[src/hdl/stereo_db_gain_saturate_macros.svh]
// Assertion helpers used by the block's top-level module.
`ifndef STEREO_DB_GAIN_SATURATE_MACROS_SVH
`define STEREO_DB_GAIN_SATURATE_MACROS_SVH

// Same-cycle implication, checked outside reset.
`define SDGS_ASSERT_NOW(label, clk, rstn, ante, cons, msg) \
    label: assert property (@(posedge clk) disable iff (!rstn) (ante) |-> (cons)) \
        else $error(msg);

// Next-cycle implication, checked outside reset.
`define SDGS_ASSERT_NEXT(label, clk, rstn, ante, cons, msg) \
    label: assert property (@(posedge clk) disable iff (!rstn) (ante) |=> (cons)) \
        else $error(msg);

`endif

[src/hdl/sdgs_pkg.sv]
package sdgs_pkg;

    // Sample and gain formats
    localparam int SAMPLE_W       = 16;
    localparam int GAIN_FRAC_BITS = 24;
    localparam int FACTOR_W       = GAIN_FRAC_BITS + 2;
    localparam int GAIN_W         = 12;
    localparam int GAIN_MIN       = -1200;
    localparam int GAIN_MAX       = 100;

    // Table geometry: 200 steps of 0.1 dB per decade of gain
    localparam int STEPS   = 200;
    localparam int DECADES = 7;
    localparam int IDX_W   = $clog2(GAIN_MAX - GAIN_MIN + 1);
    localparam int STEP_W  = $clog2(STEPS);
    localparam int DEC_W   = $clog2(DECADES);

    // 10^(1/200) and 1.0 in Q4.60
    localparam logic [63:0] STEP_Q60 = 64'd1166271706434696416;
    localparam logic [63:0] ONE_Q60  = 64'd1 << 60;

    typedef logic [DECADES-1:0][STEPS-1:0][FACTOR_W-1:0] factor_rom_t;

    // Linear gain factors, row = decade, column = 0.1 dB step in the decade.
    // Evaluated at elaboration only.
    function automatic factor_rom_t build_factor_rom();
        factor_rom_t  rom;
        logic [63:0]  v;
        logic [127:0] prod;
        logic [63:0]  num;
        logic [63:0]  q;
        int           r;
        int           dec;
        rom = '0;
        v   = ONE_Q60;
        for (r = 0; r < STEPS; r++) begin
            if (r != 0) begin
                prod = 128'(v) * 128'(STEP_Q60);
                prod = prod + (128'd1 << 59);
                v    = prod[123:60];
            end
            num = v >> (59 - GAIN_FRAC_BITS);
            for (dec = 0; dec < DECADES; dec++) begin
                // lowest decade is divided by 10^6, top decade by 1
                unique case (dec)
                    0:       q = (num + 64'd1000000) / 64'd2000000;
                    1:       q = (num + 64'd100000) / 64'd200000;
                    2:       q = (num + 64'd10000) / 64'd20000;
                    3:       q = (num + 64'd1000) / 64'd2000;
                    4:       q = (num + 64'd100) / 64'd200;
                    5:       q = (num + 64'd10) / 64'd20;
                    default: q = (num + 64'd1) / 64'd2;
                endcase
                rom[dec][r] = q[FACTOR_W-1:0];
            end
        end
        return rom;
    endfunction

    localparam factor_rom_t FACTOR_ROM = build_factor_rom();

endpackage

[src/hdl/sdgs_scale_sat.sv]
module sdgs_scale_sat
    import sdgs_pkg::*;
(
    input  logic signed [SAMPLE_W-1:0] sample,
    input  logic        [FACTOR_W-1:0] factor,
    output logic signed [SAMPLE_W-1:0] result
);

    localparam int PROD_W = SAMPLE_W + FACTOR_W;
    localparam int RND_W  = PROD_W + 1;
    localparam int Q_W    = RND_W - GAIN_FRAC_BITS;

    localparam logic [Q_W-1:0] NEG_LIM = Q_W'(1) << (SAMPLE_W - 1);
    localparam logic [Q_W-1:0] POS_LIM = NEG_LIM - Q_W'(1);
    localparam logic [RND_W-1:0] HALF  = RND_W'(1) << (GAIN_FRAC_BITS - 1);

    logic                neg;
    logic [SAMPLE_W-1:0] mag;
    logic [PROD_W-1:0]   prod;
    logic [RND_W-1:0]    rnd;
    logic [Q_W-1:0]      q;
    logic [Q_W-1:0]      q_sat;
    logic [Q_W-1:0]      q_neg;

    // Magnitude times factor, round half away from zero on the magnitude
    always_comb begin
        neg  = sample[SAMPLE_W-1];
        mag  = neg ? (~sample + SAMPLE_W'(1)) : sample;
        prod = PROD_W'(mag) * PROD_W'(factor);
        rnd  = RND_W'(prod) + HALF;
        q    = rnd[RND_W-1:GAIN_FRAC_BITS];
    end

    // Clamp to the signed sample range and restore the sign
    always_comb begin
        if (neg) begin
            q_sat = (q > NEG_LIM) ? NEG_LIM : q;
        end else begin
            q_sat = (q > POS_LIM) ? POS_LIM : q;
        end
        q_neg  = ~q_sat + Q_W'(1);
        result = neg ? q_neg[SAMPLE_W-1:0] : q_sat[SAMPLE_W-1:0];
    end

endmodule
[config.mk]
export PLATFORM = sky130hd
export DESIGN_NAME = sdgs_scale_sat
export DESIGN_NICKNAME = d
export VERILOG_FILES = /design/src/hdl/stereo_db_gain_saturate_macros.svh /design/src/hdl/sdgs_pkg.sv /design/src/hdl/sdgs_scale_sat.sv
export SDC_FILE = /design/constraint.sdc
export NUM_CORES = 1
export LEC_CHECK = 0
export BUFFER_PORTS_ARGS = -buffer_cell sky130_fd_sc_hd__clkbuf_2
export CAP_MARGIN = 20
export CELL_PAD_IN_SITES_DETAIL_PLACEMENT = 0
export CELL_PAD_IN_SITES_GLOBAL_PLACEMENT = 1
export CORE_ASPECT_RATIO = 1.25
export CORE_MARGIN = 8
export CORE_UTILIZATION = 40
export DETAILED_ROUTE_END_ITERATION = 8
export PLACE_DENSITY_LB_ADDON = 0.1
export SETUP_SLACK_MARGIN = 0.4
export SYNTH_ARGS = -nofsm -noshare
export SYNTH_HDL_FRONTEND = slang
export SYNTH_SLANG_ARGS = --single-unit
[constraint.sdc]
create_clock -name vclk -period 14.74
set_clock_uncertainty 0.2 [all_clocks]
set_input_delay 1.474 -clock vclk [all_inputs]
set_output_delay 1.474 -clock vclk [all_outputs]
set_load 0.05 [all_outputs]
=== Yosys cells after proc, flatten, opt, wreduce, memory -nomap -nowiden ===
Index checks and enable logic that the tools add are counted.

* $add $sub $neg: 3
* $mul: 1
* $lt $le $gt $ge: 2
* Mux-type cells: 5
* Bitwise gates (word level): 2

{| class="wikitable"
|+ Operators with widths
! operator !! number
|-
| $mux W16 || 5
|-
| $add A42 B24 Y43 const B || 1
|-
| $mul A16 B26 Y42 || 1
|-
| $not A16 Y16 || 2
|-
| $gt A19 B15 Y1 const B || 1
|-
| $gt A19 B16 Y1 const B || 1
|-
| $add A16 B1 Y16 const B || 1
|-
| $add A16 B2 Y16 const B || 1
|}

* Register bits after elaboration: 0
* Input port bits: 42
* Output and inout port bits: 16
* Logic and storage cells: 13

=== Depth between registers and ports, before layout ===
* Depth in word-level cells: 11
* Depth in mapped cells: 44
* Depth with buffers taken out: 39

=== Worst setup path after synthesis ===
Ideal clock, no wire load.

* Path kind: input to output
* Start point: input port sample[0]
* End point: output port result[12]
* Data arrival time: 12.480 ns
* Data required time: 13.066 ns
* Setup slack: 0.586 ns
* Stages on the path: 41
* Buffers on the path: 6
* Path through: clkbuf_1 -> inv_1 -> ha_1 -> nand2_1 -> or2_2 -> o21ai_0 -> nand2_1 -> xor2_1 -> clkbuf_1 -> nand2_1 -> fa_1 -> inv_1 -> fa_1 -> fa_1 -> fa_1 -> fa_1 -> inv_1 -> fa_1 -> (+5 left out) -> a221o_1 -> a221oi_1 -> a21oi_1 -> o21ai_0 -> a31oi_1 -> and2_1 -> buf_2 -> a21oi_2 -> o22ai_1 -> inv_1 -> ha_1 -> buf_1 -> nand2_1 -> or4_4 -> or3b_1 -> buf_2 -> o2111a_1 -> a211oi_1

* Word-level cells in the longest chain between the ends: 11
* Elaborated cells on any way between the ends: 13
* Classes of those cells: add/sub (3); mul (1); order compare (2); mux (5); bitwise (2)

{| class="wikitable"
|+ Ends and longest elaborated chain
! what !! line !! source
|-
| start: declaration || sdgs_scale_sat.sv:4 || <nowiki>input logic signed [SAMPLE_W-1:0] sample,</nowiki>
|-
| $not A16 Y16 || sdgs_scale_sat.sv:28 || <nowiki>mag = neg ? (~sample + SAMPLE_W'(1)) : sample;</nowiki>
|-
| $add A16 B2 Y16 || sdgs_scale_sat.sv:28 ||
|-
| $mux W16 * || sdgs_scale_sat.sv:28 ||
|-
| $mul A16 B26 Y42 * || sdgs_scale_sat.sv:29 || <nowiki>prod = PROD_W'(mag) * PROD_W'(factor);</nowiki>
|-
| $add A42 B24 Y43 * || sdgs_scale_sat.sv:30 || <nowiki>rnd = RND_W'(prod) + HALF;</nowiki>
|-
| $gt A19 B15 Y1 or $gt A19 B16 Y1 (tied branches) || sdgs_scale_sat.sv:39, sdgs_scale_sat.sv:37 ||
|-
| $mux W16 (on tied branches) || sdgs_scale_sat.sv:39, sdgs_scale_sat.sv:37 ||
|-
| $mux W16 * || sdgs_scale_sat.sv:36 || <nowiki>if (neg) begin</nowiki>
|-
| $not A16 Y16 || sdgs_scale_sat.sv:41 || <nowiki>q_neg = ~q_sat + Q_W'(1);</nowiki>
|-
| $add A16 B1 Y16 || sdgs_scale_sat.sv:41 ||
|-
| $mux W16 * || sdgs_scale_sat.sv:42 || <nowiki>result = neg ? q_neg[SAMPLE_W-1:0] : q_sat[SAMPLE_W-1:0];</nowiki>
|-
| end: declaration || sdgs_scale_sat.sv:6 || <nowiki>output logic signed [SAMPLE_W-1:0] result</nowiki>
|}

Every way passes the cells marked *; elsewhere a longest branch is shown, timed or not.

=== Worst setup path after layout ===
* Start point: input port sample[3]
* End point: output port result[12]

The elaborated chain is that of the path after synthesis.

==> impl_metrics.yaml <==
outcome:
  run_status: "finished, final reports clean"
logic_synthesis:
  avgSynthCellArea_sq_um: 8.08
  syn_area_sq_um: 15100
  synth_top_area_share_pct: 44.4
  yosysMostFrequentCell: "inv_1"
  synth_cells: 1864
  ys_warn_count: 0
  ys_seq_area_share_pct: 0
  synth_nets: 2379
  synth_common_cells: "inv_1 (451), nand2_1 (338), fa_1 (334)"
  yosysTopAreaCell: "fa_1"
  synth.area.top_cells: "fa_1 (44%), ha_1 (12%), inv_1 (11%)"
  synth.distinct_cells: 73
critical_path:
  max_stage_delay_ns: 0.55
  timing_worst_setup_path_type: "in2out"
  worstSetupStartpointType: "input pin"
  cp_slowest_cell: "a31oi_1"
  crit_arrival_ns: 11.98
  cp.required_ns: 13.07
  cp-end-kind: "primary output"
  setup.worst_path.start: "sample[3]"
  crit_fanout: 14
  path_common_cell: "fa_1"
sta:
  fin_crit_sh_pct: 92.6
  setup_viol: 0
  rsz0062_at_grt: "false"
  worst_pin_slew_ns: 1.02
  slew_headroom_pct: 31.8
  hold_viol_final: 0
  drv_slew: 0
  min_period_ns: 13.65
  finalSetupTns_ns: 0
  max_clock_freq_ghz: 0.0733
floorplan:
  die_h_um: 233
  io_pins: 58
  initial_utilization_pct: 40.5
  core_sq_um: 37200
  die_width_um: 190
  num_rows: 79
  dieArea_sq_um: 44200
route:
  drt-pass1-iter-count: 5
  drt_wl_total_um: 44100
  drc: 0
  via_per_inst: 5.22
  postRouteAntennaNets: 0
  first_iter_violations: 404
  avgRoutedWirePerCell_um: 18.8
  vias: 12300
place:
  dp_cells: 2352
  gp_congestion: 0.834
  port_buffers: 58
  hpwl_um: 36700
global_route:
  grt_max_degree: 28
  grt_pass1_vias: 13600
  use_met1_pct: 25.2
  grt-busiest-layer: "met2"
  use_met2_pct: 38.8
  gr-total-overflow: 0
  track_usage_pct: 20.7
  grt_pass1_wl_um: 73100
  grt_use_met3_pct: 0.944
  antenna_found_initial: 0
layout:
  final_cells: 2352
  area_growth_pct: 6.38
  seq_cell_count: 0
  regArea_sq_um: 0
  drive_gt1_share_pct: 6.48
  antenna_cells: 0
  nets: 2383
  nClkBuffers: 0
hold_path:
  min-delay-path-class: "in2out"
  hold_start: "sample[15]"
job:
  cap_violations: 0
cts:
  post_cts_buffers: 0
-- per-stage QoR --
step | util (%) | worst slack, ns | cell area (sq um) | hold WS [ns]
3_5_place_dp | 43.1 | 0.994 | 16000 | 3.74
6_report | 43.1 | 1.09 | 16000 | 3.72
3_3_place_gp | 43.1 | 1.07 | 16000 | 3.75
4_1_cts | 43.1 | 0.937 | 16000 | 3.74
2_1_floorplan | - | 0.586 | 15100 | 3.56
5_1_grt | 43.1 | 0.456 | 16000 | 3.79
-- worst paths after layout --
check                        end  slack, ns  cells past startpoint
worst min-delay path   result[6]       3.72                      4
worst max-delay path  result[12]       1.09                     36
-- what timing repair did --
action / CTS / global route
hold buffers: 0 / 0
gates resized for setup: 0 / 1
endpoints found under the setup margin: 0 / 2
-- cells by family (layout without fill, tap and decap cells) --
| logic type | Yosys count | after routing | synth area share (%) |
|---|---|---|---|
| adders and majority gates | 473 | 473 | 55.9 |
| muxes | 9 | 9 | 0.648 |
| buffers and inverters | 534 | 536 | 13.4 |
| xor gates and xnor gates | 21 | 21 | 1.22 |
| AOI/OAI and AO/OA | 199 | 199 | 9.16 |
| and+or+nand+nor | 628 | 628 | 19.7 |
-- layout make-up --
class	count	area [sq um]
fillers	3906	21100
multi-input cells	1330	13200
inverters	451	1690
well taps	486	608
repair buffers	85	523
-- worst max-delay path: cells and delay by family --
family / cells / cell delay [ns]
adders and majority gates: 8 / 3.59
and+or+nand+nor: 11 / 2.85
AOI/OAI and AO/OA: 9 / 2.55
buffers and inverters: 7 / 1.00
xor gates and xnor gates: 1 / 0.47
-- cells in the final DEF (no fill, tap or decap), drive strengths merged, types with 9 or more instances in the layout --
master	instances
ha	139
fa	334
nand4	13
inv	451
a21oi	51
nor3	23
o21ai	43
nand2	338
nor2	45
a21o	9
and3	11
buf	29
xnor2	16
clkbuf	56
and2	152
nand3	10
a211oi	9
-- routing by layer --
layer	share of wire [%]	wire length (um)
met3	2.6	1140
met1	41	18000
met2	53	23400
met5	0	0
met4	3.7	1620
Power is left out: the tool's default activity adds up to more than one toggle a clock period on the data nets, which glitch-free logic cannot reach.
